`src/hdl/epdf_pkg.sv`:
```
// echo pulse distance filter: shared constants and types
// used by every module of the block, depends on nothing
package epdf_pkg;

  // field widths
  localparam int unsigned CAP_W  = 16;
  localparam int unsigned DIST_W = 17;

  // capture value that the timer wraps at
  localparam logic [CAP_W-1:0] WRAP_TOP = 16'hFFFF;

  // reset value of the step limit register
  localparam logic [DIST_W-1:0] LIMIT_RESET = 17'd200;

  // distance scale: width * 17 / 10, done as width * (17 * ceil(2^25 / 10)) >> 25
  // (exact for any width * 17 below 2^21)
  localparam int unsigned DIST_NUM   = 17;
  localparam int unsigned DIST_DEN   = 10;
  localparam int unsigned DIST_SH    = 25;
  localparam int unsigned DIST_K_W   = 26;
  localparam int unsigned DIST_RECIP = ((32'd1 << DIST_SH) + DIST_DEN - 1) / DIST_DEN;
  localparam logic [DIST_K_W-1:0] DIST_K = DIST_K_W'(DIST_RECIP * DIST_NUM);

  // largest distance a pulse can give
  localparam logic [DIST_W-1:0] DIST_MAX = 17'd111409;

  // one word pushed into the window chain
  typedef struct packed {
    logic              push;
    logic [DIST_W-1:0] data;
  } epdf_push_t;

endpackage

```
`src/hdl/epdf_cell.sv`:
```
// one window cell: holds a stored distance and hands it to its neighbor on a push
// depends on epdf_pkg
module epdf_cell (
  input  logic                        clk,
  input  logic                        rst,
  input  logic                        shift_en,
  input  logic [epdf_pkg::DIST_W-1:0] d,
  output logic [epdf_pkg::DIST_W-1:0] q
);

  // entry register, cleared at reset so the window starts all zero
  always_ff @(posedge clk) begin
    if (rst) begin
      q <= '0;
    end else if (shift_en) begin
      q <= d;
    end
  end

endmodule

```
`src/hdl/epdf_window.sv`:
```
// distance window: a row of cells holding the last DEPTH distances plus the running sum
// depends on epdf_pkg and epdf_cell
module epdf_window #(
  parameter  int unsigned DEPTH = 8,
  localparam int unsigned SUM_W = epdf_pkg::DIST_W + $clog2(DEPTH)
) (
  input  logic                   clk,
  input  logic                   rst,
  input  epdf_pkg::epdf_push_t   push,
  output logic [SUM_W-1:0]       sum
);

  logic [epdf_pkg::DIST_W-1:0] q [DEPTH];
  logic [SUM_W-1:0]            sum_next;

  // chain of cells, the newest distance enters at cell 0, the oldest leaves the last cell
  for (genvar i = 0; i < DEPTH; i++) begin : g_cell
    if (i == 0) begin : g_head
      epdf_cell u_cell (
        .clk      (clk),
        .rst      (rst),
        .shift_en (push.push),
        .d        (push.data),
        .q        (q[i])
      );
    end else begin : g_body
      epdf_cell u_cell (
        .clk      (clk),
        .rst      (rst),
        .shift_en (push.push),
        .d        (q[i-1]),
        .q        (q[i])
      );
    end
  end

  // running sum: drop the entry that falls off the end, add the new one
  assign sum_next = sum - SUM_W'(q[DEPTH-1]) + SUM_W'(push.data);

  always_ff @(posedge clk) begin
    if (rst) begin
      sum <= '0;
    end else if (push.push) begin
      sum <= sum_next;
    end
  end

endmodule

```
`src/hdl/echo_pulse_distance_filter_unit.sv`:
```
// Echo pulse distance filter. One edge word per cycle is accepted unless the pipeline
// stalls. A rising edge arms the block and a falling edge closes the pulse; edges in the
// wrong phase are dropped. A closed pulse gives one result word, formed in registered steps:
// width, scaled distance, outlier check with window push, then the new average. The outlier
// check reads the average of the previous pulse, which is up to date because the check waits
// while stage three still holds a word, so also while the output register is stalled. Reset
// clears the whole window. Depends on epdf_pkg and epdf_window.
module echo_pulse_distance_filter_unit #(
  parameter int unsigned FILTER_DEPTH = 8
) (
  input  logic                         clk,
  input  logic                         rst,
  input  logic                         cfg_wr_en,
  input  logic [epdf_pkg::DIST_W-1:0]  cfg_wr_data,
  input  logic                         in_valid,
  output logic                         in_ready,
  input  logic [epdf_pkg::CAP_W-1:0]   capture_value,
  input  logic                         pin_level,
  input  logic                         warmed_up,
  output logic                         out_valid,
  input  logic                         out_ready,
  output logic [epdf_pkg::DIST_W-1:0]  distance_mm,
  output logic [epdf_pkg::DIST_W-1:0]  average_mm,
  output logic                         replaced
);

  localparam int unsigned DEPTH_LOG = $clog2(FILTER_DEPTH);
  localparam int unsigned SUM_W     = epdf_pkg::DIST_W + DEPTH_LOG;
  localparam int unsigned AVG_SH    = SUM_W + DEPTH_LOG;
  localparam int unsigned PROD_W    = 2 * SUM_W + 1;
  localparam logic [SUM_W:0] AVG_MUL =
    (SUM_W+1)'(((64'd1 << AVG_SH) + 64'(FILTER_DEPTH) - 64'd1) / 64'(FILTER_DEPTH));
  localparam logic [SUM_W-1:0] SUM_MAX =
    SUM_W'(64'(FILTER_DEPTH) * 64'(epdf_pkg::DIST_MAX));
  localparam int unsigned DPROD_W = epdf_pkg::CAP_W + epdf_pkg::DIST_K_W;

  // control state
  logic                        edge_phase;
  logic [epdf_pkg::DIST_W-1:0] step_limit;
  logic [epdf_pkg::DIST_W-1:0] current_average;
  logic                        r1_valid, r2_valid, r3_valid;

  // payload
  logic [epdf_pkg::CAP_W-1:0]  rise_capture;
  logic [epdf_pkg::CAP_W-1:0]  r1_width;
  logic                        r1_warm;
  logic [epdf_pkg::DIST_W-1:0] r2_dist;
  logic                        r2_warm;
  logic [epdf_pkg::DIST_W-1:0] r3_dist;
  logic                        r3_rep;

  logic                        in_fire, pulse_end;
  logic                        r1_move, r2_move, r3_move;
  logic [epdf_pkg::CAP_W-1:0]  width_in;
  logic [DPROD_W-1:0]          dist_prod;
  logic [epdf_pkg::DIST_W-1:0] dist_raw;
  logic [epdf_pkg::DIST_W-1:0] dist_diff;
  logic                        is_outlier;
  logic [epdf_pkg::DIST_W-1:0] dist_kept;
  logic [SUM_W-1:0]            window_sum;
  logic [PROD_W-1:0]           avg_prod;
  logic [epdf_pkg::DIST_W-1:0] avg_new;
  epdf_pkg::epdf_push_t        win_push;

  // stage moves; the outlier stage waits until the previous result has left stage three,
  // so the average it reads is always up to date
  assign r3_move  = r3_valid && (!out_valid || out_ready);
  assign r2_move  = r2_valid && !r3_valid;
  assign r1_move  = r1_valid && (!r2_valid || r2_move);
  assign in_ready = !r1_valid || r1_move;
  assign in_fire  = in_valid && in_ready;
  assign pulse_end = in_fire && edge_phase && !pin_level;

  // pulse width, with the wrap case when the falling capture is not past the rising one
  always_comb begin
    if (capture_value > rise_capture) begin
      width_in = capture_value - rise_capture;
    end else begin
      width_in = (epdf_pkg::WRAP_TOP - rise_capture) + capture_value;
    end
  end

  // width to millimetres
  assign dist_prod = DPROD_W'(r1_width) * DPROD_W'(epdf_pkg::DIST_K);
  assign dist_raw  = dist_prod[epdf_pkg::DIST_SH +: epdf_pkg::DIST_W];

  // outlier check against the previous average
  always_comb begin
    if (r2_dist >= current_average) begin
      dist_diff = r2_dist - current_average;
    end else begin
      dist_diff = current_average - r2_dist;
    end
    is_outlier = r2_warm && (dist_diff > step_limit);
    dist_kept  = is_outlier ? current_average : r2_dist;
  end

  assign win_push.push = r2_move;
  assign win_push.data = dist_kept;

  // window of stored distances; while stage three holds a word the sum is the one
  // right after that word's push, since no other push can happen meanwhile
  epdf_window #(
    .DEPTH (FILTER_DEPTH)
  ) u_window (
    .clk  (clk),
    .rst  (rst),
    .push (win_push),
    .sum  (window_sum)
  );

  // average = window sum / depth by reciprocal multiply
  assign avg_prod = PROD_W'(window_sum) * PROD_W'(AVG_MUL);
  assign avg_new  = avg_prod[AVG_SH +: epdf_pkg::DIST_W];

  // control registers
  always_ff @(posedge clk) begin
    if (rst) begin
      edge_phase      <= 1'b0;
      step_limit      <= epdf_pkg::LIMIT_RESET;
      current_average <= '0;
      r1_valid        <= 1'b0;
      r2_valid        <= 1'b0;
      r3_valid        <= 1'b0;
      out_valid       <= 1'b0;
    end else begin
      if (cfg_wr_en) begin
        step_limit <= cfg_wr_data;
      end
      if (in_fire) begin
        if (!edge_phase && pin_level) begin
          edge_phase <= 1'b1;
        end else if (edge_phase && !pin_level) begin
          edge_phase <= 1'b0;
        end
      end
      if (pulse_end) begin
        r1_valid <= 1'b1;
      end else if (r1_move) begin
        r1_valid <= 1'b0;
      end
      if (r1_move) begin
        r2_valid <= 1'b1;
      end else if (r2_move) begin
        r2_valid <= 1'b0;
      end
      if (r2_move) begin
        r3_valid <= 1'b1;
      end else if (r3_move) begin
        r3_valid <= 1'b0;
      end
      if (r3_move) begin
        out_valid       <= 1'b1;
        current_average <= avg_new;
      end else if (out_ready) begin
        out_valid <= 1'b0;
      end
    end
  end

  // payload registers
  always_ff @(posedge clk) begin
    if (in_fire && !edge_phase && pin_level) begin
      rise_capture <= capture_value;
    end
    if (pulse_end) begin
      r1_width <= width_in;
      r1_warm  <= warmed_up;
    end
    if (r1_move) begin
      r2_dist <= dist_raw;
      r2_warm <= r1_warm;
    end
    if (r2_move) begin
      r3_dist <= dist_kept;
      r3_rep  <= is_outlier;
    end
    if (r3_move) begin
      distance_mm <= r3_dist;
      average_mm  <= avg_new;
      replaced    <= r3_rep;
    end
  end

`ifndef SYNTHESIS
  // results stay within the range a pulse can give
  a_out_range: assert property (@(posedge clk) disable iff (rst)
    out_valid |-> (distance_mm <= epdf_pkg::DIST_MAX && average_mm <= epdf_pkg::DIST_MAX))
    else $error("result out of range");

  // running sum never exceeds a full window of largest distances
  a_sum_range: assert property (@(posedge clk) disable iff (rst)
    window_sum <= SUM_MAX)
    else $error("window sum out of range");

  // a new result word only comes out of stage three
  a_out_source: assert property (@(posedge clk) disable iff (rst)
    $rose(out_valid) |-> $past(r3_valid))
    else $error("result word without a pulse behind it");

  // the outlier stage never runs while the previous average is still being formed
  a_avg_order: assert property (@(posedge clk) disable iff (rst)
    r2_move |-> !r3_valid)
    else $error("outlier check read a stale average");
`endif

endmodule

```
`config.mk`:
```
export PLATFORM = sky130hd
export DESIGN_NAME = echo_pulse_distance_filter_unit
export DESIGN_NICKNAME = d
export VERILOG_FILES = /design/src/hdl/epdf_pkg.sv /design/src/hdl/epdf_cell.sv /design/src/hdl/epdf_window.sv /design/src/hdl/echo_pulse_distance_filter_unit.sv
export SDC_FILE = /design/constraint.sdc
export NUM_CORES = 1
export LEC_CHECK = 0
export BUFFER_PORTS_ARGS = -buffer_cell sky130_fd_sc_hd__buf_2
export CAP_MARGIN = 20
export CELL_PAD_IN_SITES_DETAIL_PLACEMENT = 2
export CELL_PAD_IN_SITES_GLOBAL_PLACEMENT = 2
export CORE_UTILIZATION = 38
export CTS_BUF_LIST = sky130_fd_sc_hd__clkbuf_8
export CTS_CLUSTER_SIZE = 24
export DETAILED_ROUTE_END_ITERATION = 8
export PLACE_DENSITY = 0.78
export SYNTH_ARGS = -nofsm -noshare
export SYNTH_HDL_FRONTEND = slang
export SYNTH_SLANG_ARGS = --single-unit
export TNS_END_PERCENT = 20
```
`constraint.sdc`:
```
create_clock -name clk -period 8.2 [get_ports clk]
set_input_delay 0.82 -clock clk [delete_from_list [all_inputs] [get_ports clk]]
set_output_delay 0.82 -clock clk [all_outputs]
set_load 0.005 [all_outputs]
```
# ---- Yosys cells after proc, flatten, opt, wreduce, memory -nomap -nowiden
# Cells that the tools add are included.
dict set report totals {
  ff_bits 299
  output_inout_bits 37
  ram_bits 0
  wordCells 76
  mem_bits_ro 0
  memories 0
  latchBits 0
}
dict set report classes {
  muxes 13
  order_cmp 3
  reduce_logical 26
  addsub 7
  n_eq_ne 0
  multipliers 1
  n_div 0
  bitwise_logic 0
  shifts 0
}
# cell count
set ops {}
lappend ops {{multiplier 16 x 24 -> 40 bit, second input constant} 1}
lappend ops {{2-to-1 mux 17 bit} 2}
lappend ops {{subtractor 17 bit} 2}
lappend ops {{adder 20 x 17 -> 20 bit} 1}
lappend ops {{subtractor 20 x 17 -> 20 bit} 1}
lappend ops {{greater-or-equal comparator 17 bit} 1}
lappend ops {{> comparator 17 bit} 1}
lappend ops {{adder 16 bit} 1}
lappend ops {{> comparator 16 bit} 1}
lappend ops {{2-to-1 mux 16 bit} 1}
lappend ops {{subtractor 16 bit} 1}
lappend ops {{subtractor 16 bit, first input constant} 1}
lappend ops {{logical AND 1 bit} 11}
lappend ops {{2-to-1 mux 1 bit} 10}
lappend ops {{nonzero test 2 bit} 5}
lappend ops {{logical NOT 1 bit} 6}
lappend ops {{logical OR 1 bit} 3}
lappend ops {{AND reduction 2 bit} 1}

# ---- Longest topological paths before layout
dict set report depth {
  word_depth 9
  ltp_mapped 42
  ltp_nobuf 37
}

# ---- Hierarchy
# Synthesis repeated with hierarchy kept, for this count alone.
dict set report unflattened {
  cells_unflattened 2079
  area_unflattened_um2 20955.1
}
# mod seq_area_each_um2 area_each_um2 instances cells_per_inst
set by_module_without_submodules {}
lappend by_module_without_submodules {echo_pulse_distance_filter_unit 3903.7 13695.6 1 1329}
lappend by_module_without_submodules {epdf_cell 340.3 614.3 8 55}
lappend by_module_without_submodules {epdf_window 400.4 2344.7 1 310}

# ---- Worst setup path before layout
# No wires, ideal clock.
dict set report synth_timing {
  path_kind {register -> register}
  start {register current_average[3] in the netlist's numbering}
  end {register u_window.sum[19]}
  stages_incl_launch_ff 42
  path_buffers 5
  t_arrival_ns 7.522
  path_slack_ns 0.563
  t_required_ns 8.085
  setup_ns 0.115
  path_cell_list {dfxtp_1 inv_1 ha_1 buf_4 and2_4 a221oi_2 a211o_1 a21oi_2 o211ai_1 and2_1 buf_6 buf_6 mux2_2 a31oi_1 o31ai_1 xor2_1 ha_1 a21o_1 [... 6 more ...] nand2_1 nand3_1 buf_2 buf_2 mux2i_1 fa_1 ha_1 a21o_1 a21oi_1 nor2b_1 o311a_1 o31ai_1 a211o_1 o21ai_0 a21oi_1 a31oi_1 and3_1 o21a_1}
}
dict set report synth_via {
  elab_chain_len 6
}
# element line
set synth_rtl {}
lappend synth_rtl {{start, declared} echo_pulse_distance_filter_unit.sv:40} ;# logic [epdf_pkg::DIST_W-1:0] current_average;
lappend synth_rtl {{start signal, assigned} echo_pulse_distance_filter_unit.sv:154} ;# current_average <= avg_new;
lappend synth_rtl {{subtractor 17 bit (tied with other cells)} echo_pulse_distance_filter_unit.sv:92} ;# dist_diff = current_average - r2_dist;
lappend synth_rtl {{2-to-1 mux 17 bit *} echo_pulse_distance_filter_unit.sv:89} ;# if (r2_dist >= current_average) begin
lappend synth_rtl {{> comparator 17 bit *} echo_pulse_distance_filter_unit.sv:94} ;# is_outlier = r2_warm && (dist_diff > step_limit);
lappend synth_rtl {{logical AND 1 bit *} echo_pulse_distance_filter_unit.sv:94}
lappend synth_rtl {{2-to-1 mux 17 bit *} echo_pulse_distance_filter_unit.sv:95} ;# dist_kept = is_outlier ? current_average : r2_dist;
lappend synth_rtl {{named net dist_kept (one bit)} echo_pulse_distance_filter_unit.sv:59} ;# logic [epdf_pkg::DIST_W-1:0] dist_kept;
lappend synth_rtl {{adder 20 x 17 -> 20 bit *} epdf_window.sv:38} ;# assign sum_next = sum - SUM_W'(q[DEPTH-1]) + SUM_W'(push.data);
lappend synth_rtl {{end signal, assigned} epdf_window.sv:44} ;# sum <= sum_next;
lappend synth_rtl {{end, declared} epdf_window.sv:10} ;# output logic [SUM_W-1:0] sum
# Mark *: on every way through the listed nets, which the timed path passes. The rest lies on a longest branch.
# A chain may end at the register's enable or synchronous reset.

# ---- Worst setup path in the final report
# Same ends and word-level chain as after synthesis.

==> metrics.log <==
INFO  metric worst_setup_path_start_kind = register
INFO  metric postRouteAntennaNets = 0
INFO  metric synth_area_leader_cell = sky130_fd_sc_hd__dfxtp_1
INFO  metric post_route_fraction_of_the_period_consumed_by_the_critical_path = 96.0%
INFO  metric yosys_warnings = 0
INFO  metric async_flop_share = 0%
INFO  metric maxClockFrequency = 0.127 GHz
INFO  metric fp.dieArea = between 0.05 and 0.06 mm^2
INFO  metric nets = 2599
INFO  metric critPathRequiredTime = just under 9 ns
INFO  metric overflow = 0
INFO  metric total_negative_setup_slack = 0 ns
INFO  metric die_y = 230 um
INFO  metric mappedNetlistNets = around 2500
INFO  metric wl_per_cell = 20.5 um
INFO  metric first_pass_grt_wire_length = 93700 um
INFO  metric hold_ws = between 0.3 and 0.4 ns
INFO  metric yosysTopAreaCellShare = 19.7%
INFO  metric final_common_cell = sky130_fd_sc_hd__nand2_1
INFO  metric core_area = 0.0514 mm^2
INFO  metric timing.final.max_slew_violations = 0
INFO  metric dominantRegCellSynth = sky130_fd_sc_hd__dfxtp_1
INFO  metric detailroute.via_count = 15100
INFO  metric worst-endpoint-arrival = 8.43 ns
INFO  metric worst_slack = around 0.33 ns
INFO  metric critPathMostFrequentCell = sky130_fd_sc_hd__a21o_1
INFO  metric pwr-share-clk = 36.5%
INFO  metric synth-seq-cells = 299
INFO  metric clk_transition_reported_paths = 0.06 ns
INFO  metric clkSinkCount = 299
INFO  metric worstHoldPathType = input port to register
INFO  metric clk_path_buf_depth = 3
INFO  metric net_switching_share_of_the_total_power = 32.5%
INFO  metric synth_cells = 2078
INFO  metric power_frac_seq = between 30% and 40%
INFO  metric yosysUniqueCellTypes = 64
INFO  metric depth_of_the_cts_h_tree = 2
INFO  metric count_of_placed_standard_cells_including_taps = approximately 2800
INFO  metric via_count_of_the_first_global_routing_pass = 17300
INFO  metric clock_tree_from_tritoncts = built
INFO  metric instances_no_fill = 2907
INFO  metric cell_internal_pwr = 0.00281 W
INFO  metric drcViolationCount = 0
INFO  metric drive_gt1_share = a little under an eighth
INFO  metric drt_first_iter_violations = 478
INFO  metric finalWirelength = 59600 um
INFO  metric num_antenna_cells = 0
INFO  metric die_x = 230 um
INFO  metric timing.critical_path.max_delay_family = compound AO/OA/AOI/OAI gates
INFO  metric status = complete, no violations
INFO  metric drtPass1Iterations = 4
INFO  metric power.leakage = 9.84 nW
INFO  metric power.combinational.fraction = 25.3%
INFO  metric port-buffer-count = 76
INFO  metric skew = 0.0354 ns
INFO  metric p_sw = 0.00135 W
INFO  metric synth.yosys.seq_area_share = ~35%
INFO  metric hold_violations = 0
INFO  metric synth_edf_count = 104
INFO  metric worst_setup_path_end_kind = register
INFO  metric final_util = 43.9%
INFO  metric worst_skew_late_latency = 0.68 ns
INFO  metric power-per-cell-area = around 180 mW/mm^2
INFO  metric preCtsSetupSlack = -0.379 ns
INFO  metric cts_hold_repair.buffers = 0
INFO  metric floorplan.io_pins = 77
INFO  metric worstPathBufferInverterCount = 2
INFO  metric detailedPlacementHpwl = ~46000 um
INFO  metric grt_max_degree = 98
INFO  metric worst_pin_slew = 1.01 ns
INFO  metric timing.slew.headroom = between 30% and 40%
INFO  metric max_cap_viol_count = 0
INFO  metric critical_path_peak_fanout = 8
INFO  metric final_period_minus_worst_setup_slack = 7.87 ns
INFO  metric initial_core_util = 38.6%
INFO  metric crit_path_top_delay_cell = sky130_fd_sc_hd__fa_1
INFO  metric worst_ir_drop_vdd = between 0.0001 and 0.00015 V
INFO  metric area_delta_synth_final = 13.7%
INFO  metric setup_violations = 0
INFO  metric max_stage_delay = ~0.5 ns
INFO  metric groute.usage.overall = 22.6%
INFO  metric layout.cells.most_common_list = sky130_fd_sc_hd__nand2_1, sky130_fd_sc_hd__inv_1, sky130_fd_sc_hd__ha_1
INFO  metric gp_congestion = around 0.85
INFO  metric master_cell_of_the_clock_root_buffer = sky130_fd_sc_hd__clkbuf_8
INFO  metric crit_type = register to register
INFO  metric yosys-top-cells-area = sky130_fd_sc_hd__dfxtp_1, sky130_fd_sc_hd__edfxtp_1, sky130_fd_sc_hd__ha_1
INFO  metric core.rowCount = 83
INFO  metric syn-cell-area = 0.0198 mm^2
INFO  metric postSynthAreaPerCell = roughly 9.5 um^2
INFO  metric route.detailed.vias_per_inst = 5.18
INFO  metric numCtsBuffers = 56
INFO  metric antenna_found_initial = 0
-- cells by family (layout without fill, tap and decap cells) --
logic type,count (synthesis),count (layout),share of synthesized area (%)
DFF,299,299,35.4
buffers and inverters,367,516,7.11
and+or+nand+nor,535,535,11.3
muxes,43,43,2.23
xor gates and xnor gates,56,56,2.47
AOI/OAI and AO/OA,399,399,12.1
adders and majority gates,379,379,29.4
-- power by group through the flow --
stage / sequential, W / combinational [W] / clock [W]
4_1_cts: 0.00159 / 0.00105 / 0.00157
6_report: 0.00159 / 0.00105 / 0.00152
3_3_place_gp: 0.00162 / 0.000967 / 0
3_5_place_dp: 0.00162 / 0.00103 / 0
2_1_floorplan: 0.00161 / 0.000681 / 0
5_1_grt: 0.00159 / 0.00117 / 0.00164
-- cell type report --
cell class,instances,area (um^2)
clock inverters,39,274
flip-flops and latches,299,7030
fillers,5517,28800
inverters,292,1100
multi-input cells,1412,11700
clock buffers,66,908
repair buffers,119,752
well taps,680,851
-- flip-flops by register name, indices dropped and copies added, names as in the netlist --
register,count
r2_valid,1
distance_mm,17
u_window.g_cell.g_body.u_cell.q,119
replaced,1
r1_valid,1
average_mm,17
current_average,17
step_limit,17
r1_warm,1
r3_rep,1
rise_capture,16
r2_warm,1
edge_phase,1
r3_valid,1
u_window.sum,20
out_valid,1
r2_dist,17
u_window.g_cell.g_head.u_cell.q,17
r1_width,16
r3_dist,17
-- final timing paths --
check / slack, ns / startpoint / cells past startpoint / endpoint
max: 0.33 / current_average[3] / 37 / u_window.sum[19]
min: 0.33 / warmed_up / 1 / r1_warm
max reg2reg: 0.33 / current_average[3] / 37 / u_window.sum[19]
min reg2reg: 0.41 / r3_dist[13] / 0 / distance_mm[13]
-- Yosys cell counts (all sizes together) (16+ instances only) --
master    n
a21o     41
a21oi   226
buf      18
clkbuf   57
dfxtp   195
edfxtp  104
fa      144
ha      235
inv     291
mux2i    37
nand2   346
nand3    16
nor2     87
nor2b    18
o21a     27
o21ai    38
xnor2    36
xor2     20
-- through the flow --
| stage | power, W | cell area [um^2] |
|---|---|---|
| floorplan | 0.00230 | 19800 |
| CTS | 0.00422 | 22300 |
| global route | 0.00440 | 22600 |
| detailed placement | 0.00265 | 21100 |
| global placement | 0.00258 | 21100 |
| finish | 0.00416 | 22600 |
-- per-layer routing --
layer | track usage, % | routed length (um) | vias up
li1 | - | - | 7070
met1 | 25.6 | 24400 | 7652
met2 | 42.1 | 31100 | 228
met3 | 3.20 | 1760 | 119
met4 | 9.25 | 2330 | 0
met5 | 0 | 0 | -
-- repair_timing --
item,4_1_cts,5_1_grt
pin swaps,0,9
endpoints found under the setup margin,6,11
resized for setup,14,40
cloned,0,1
setup buffers,0,5
Note: power is estimated with default switching activity, not from simulation.
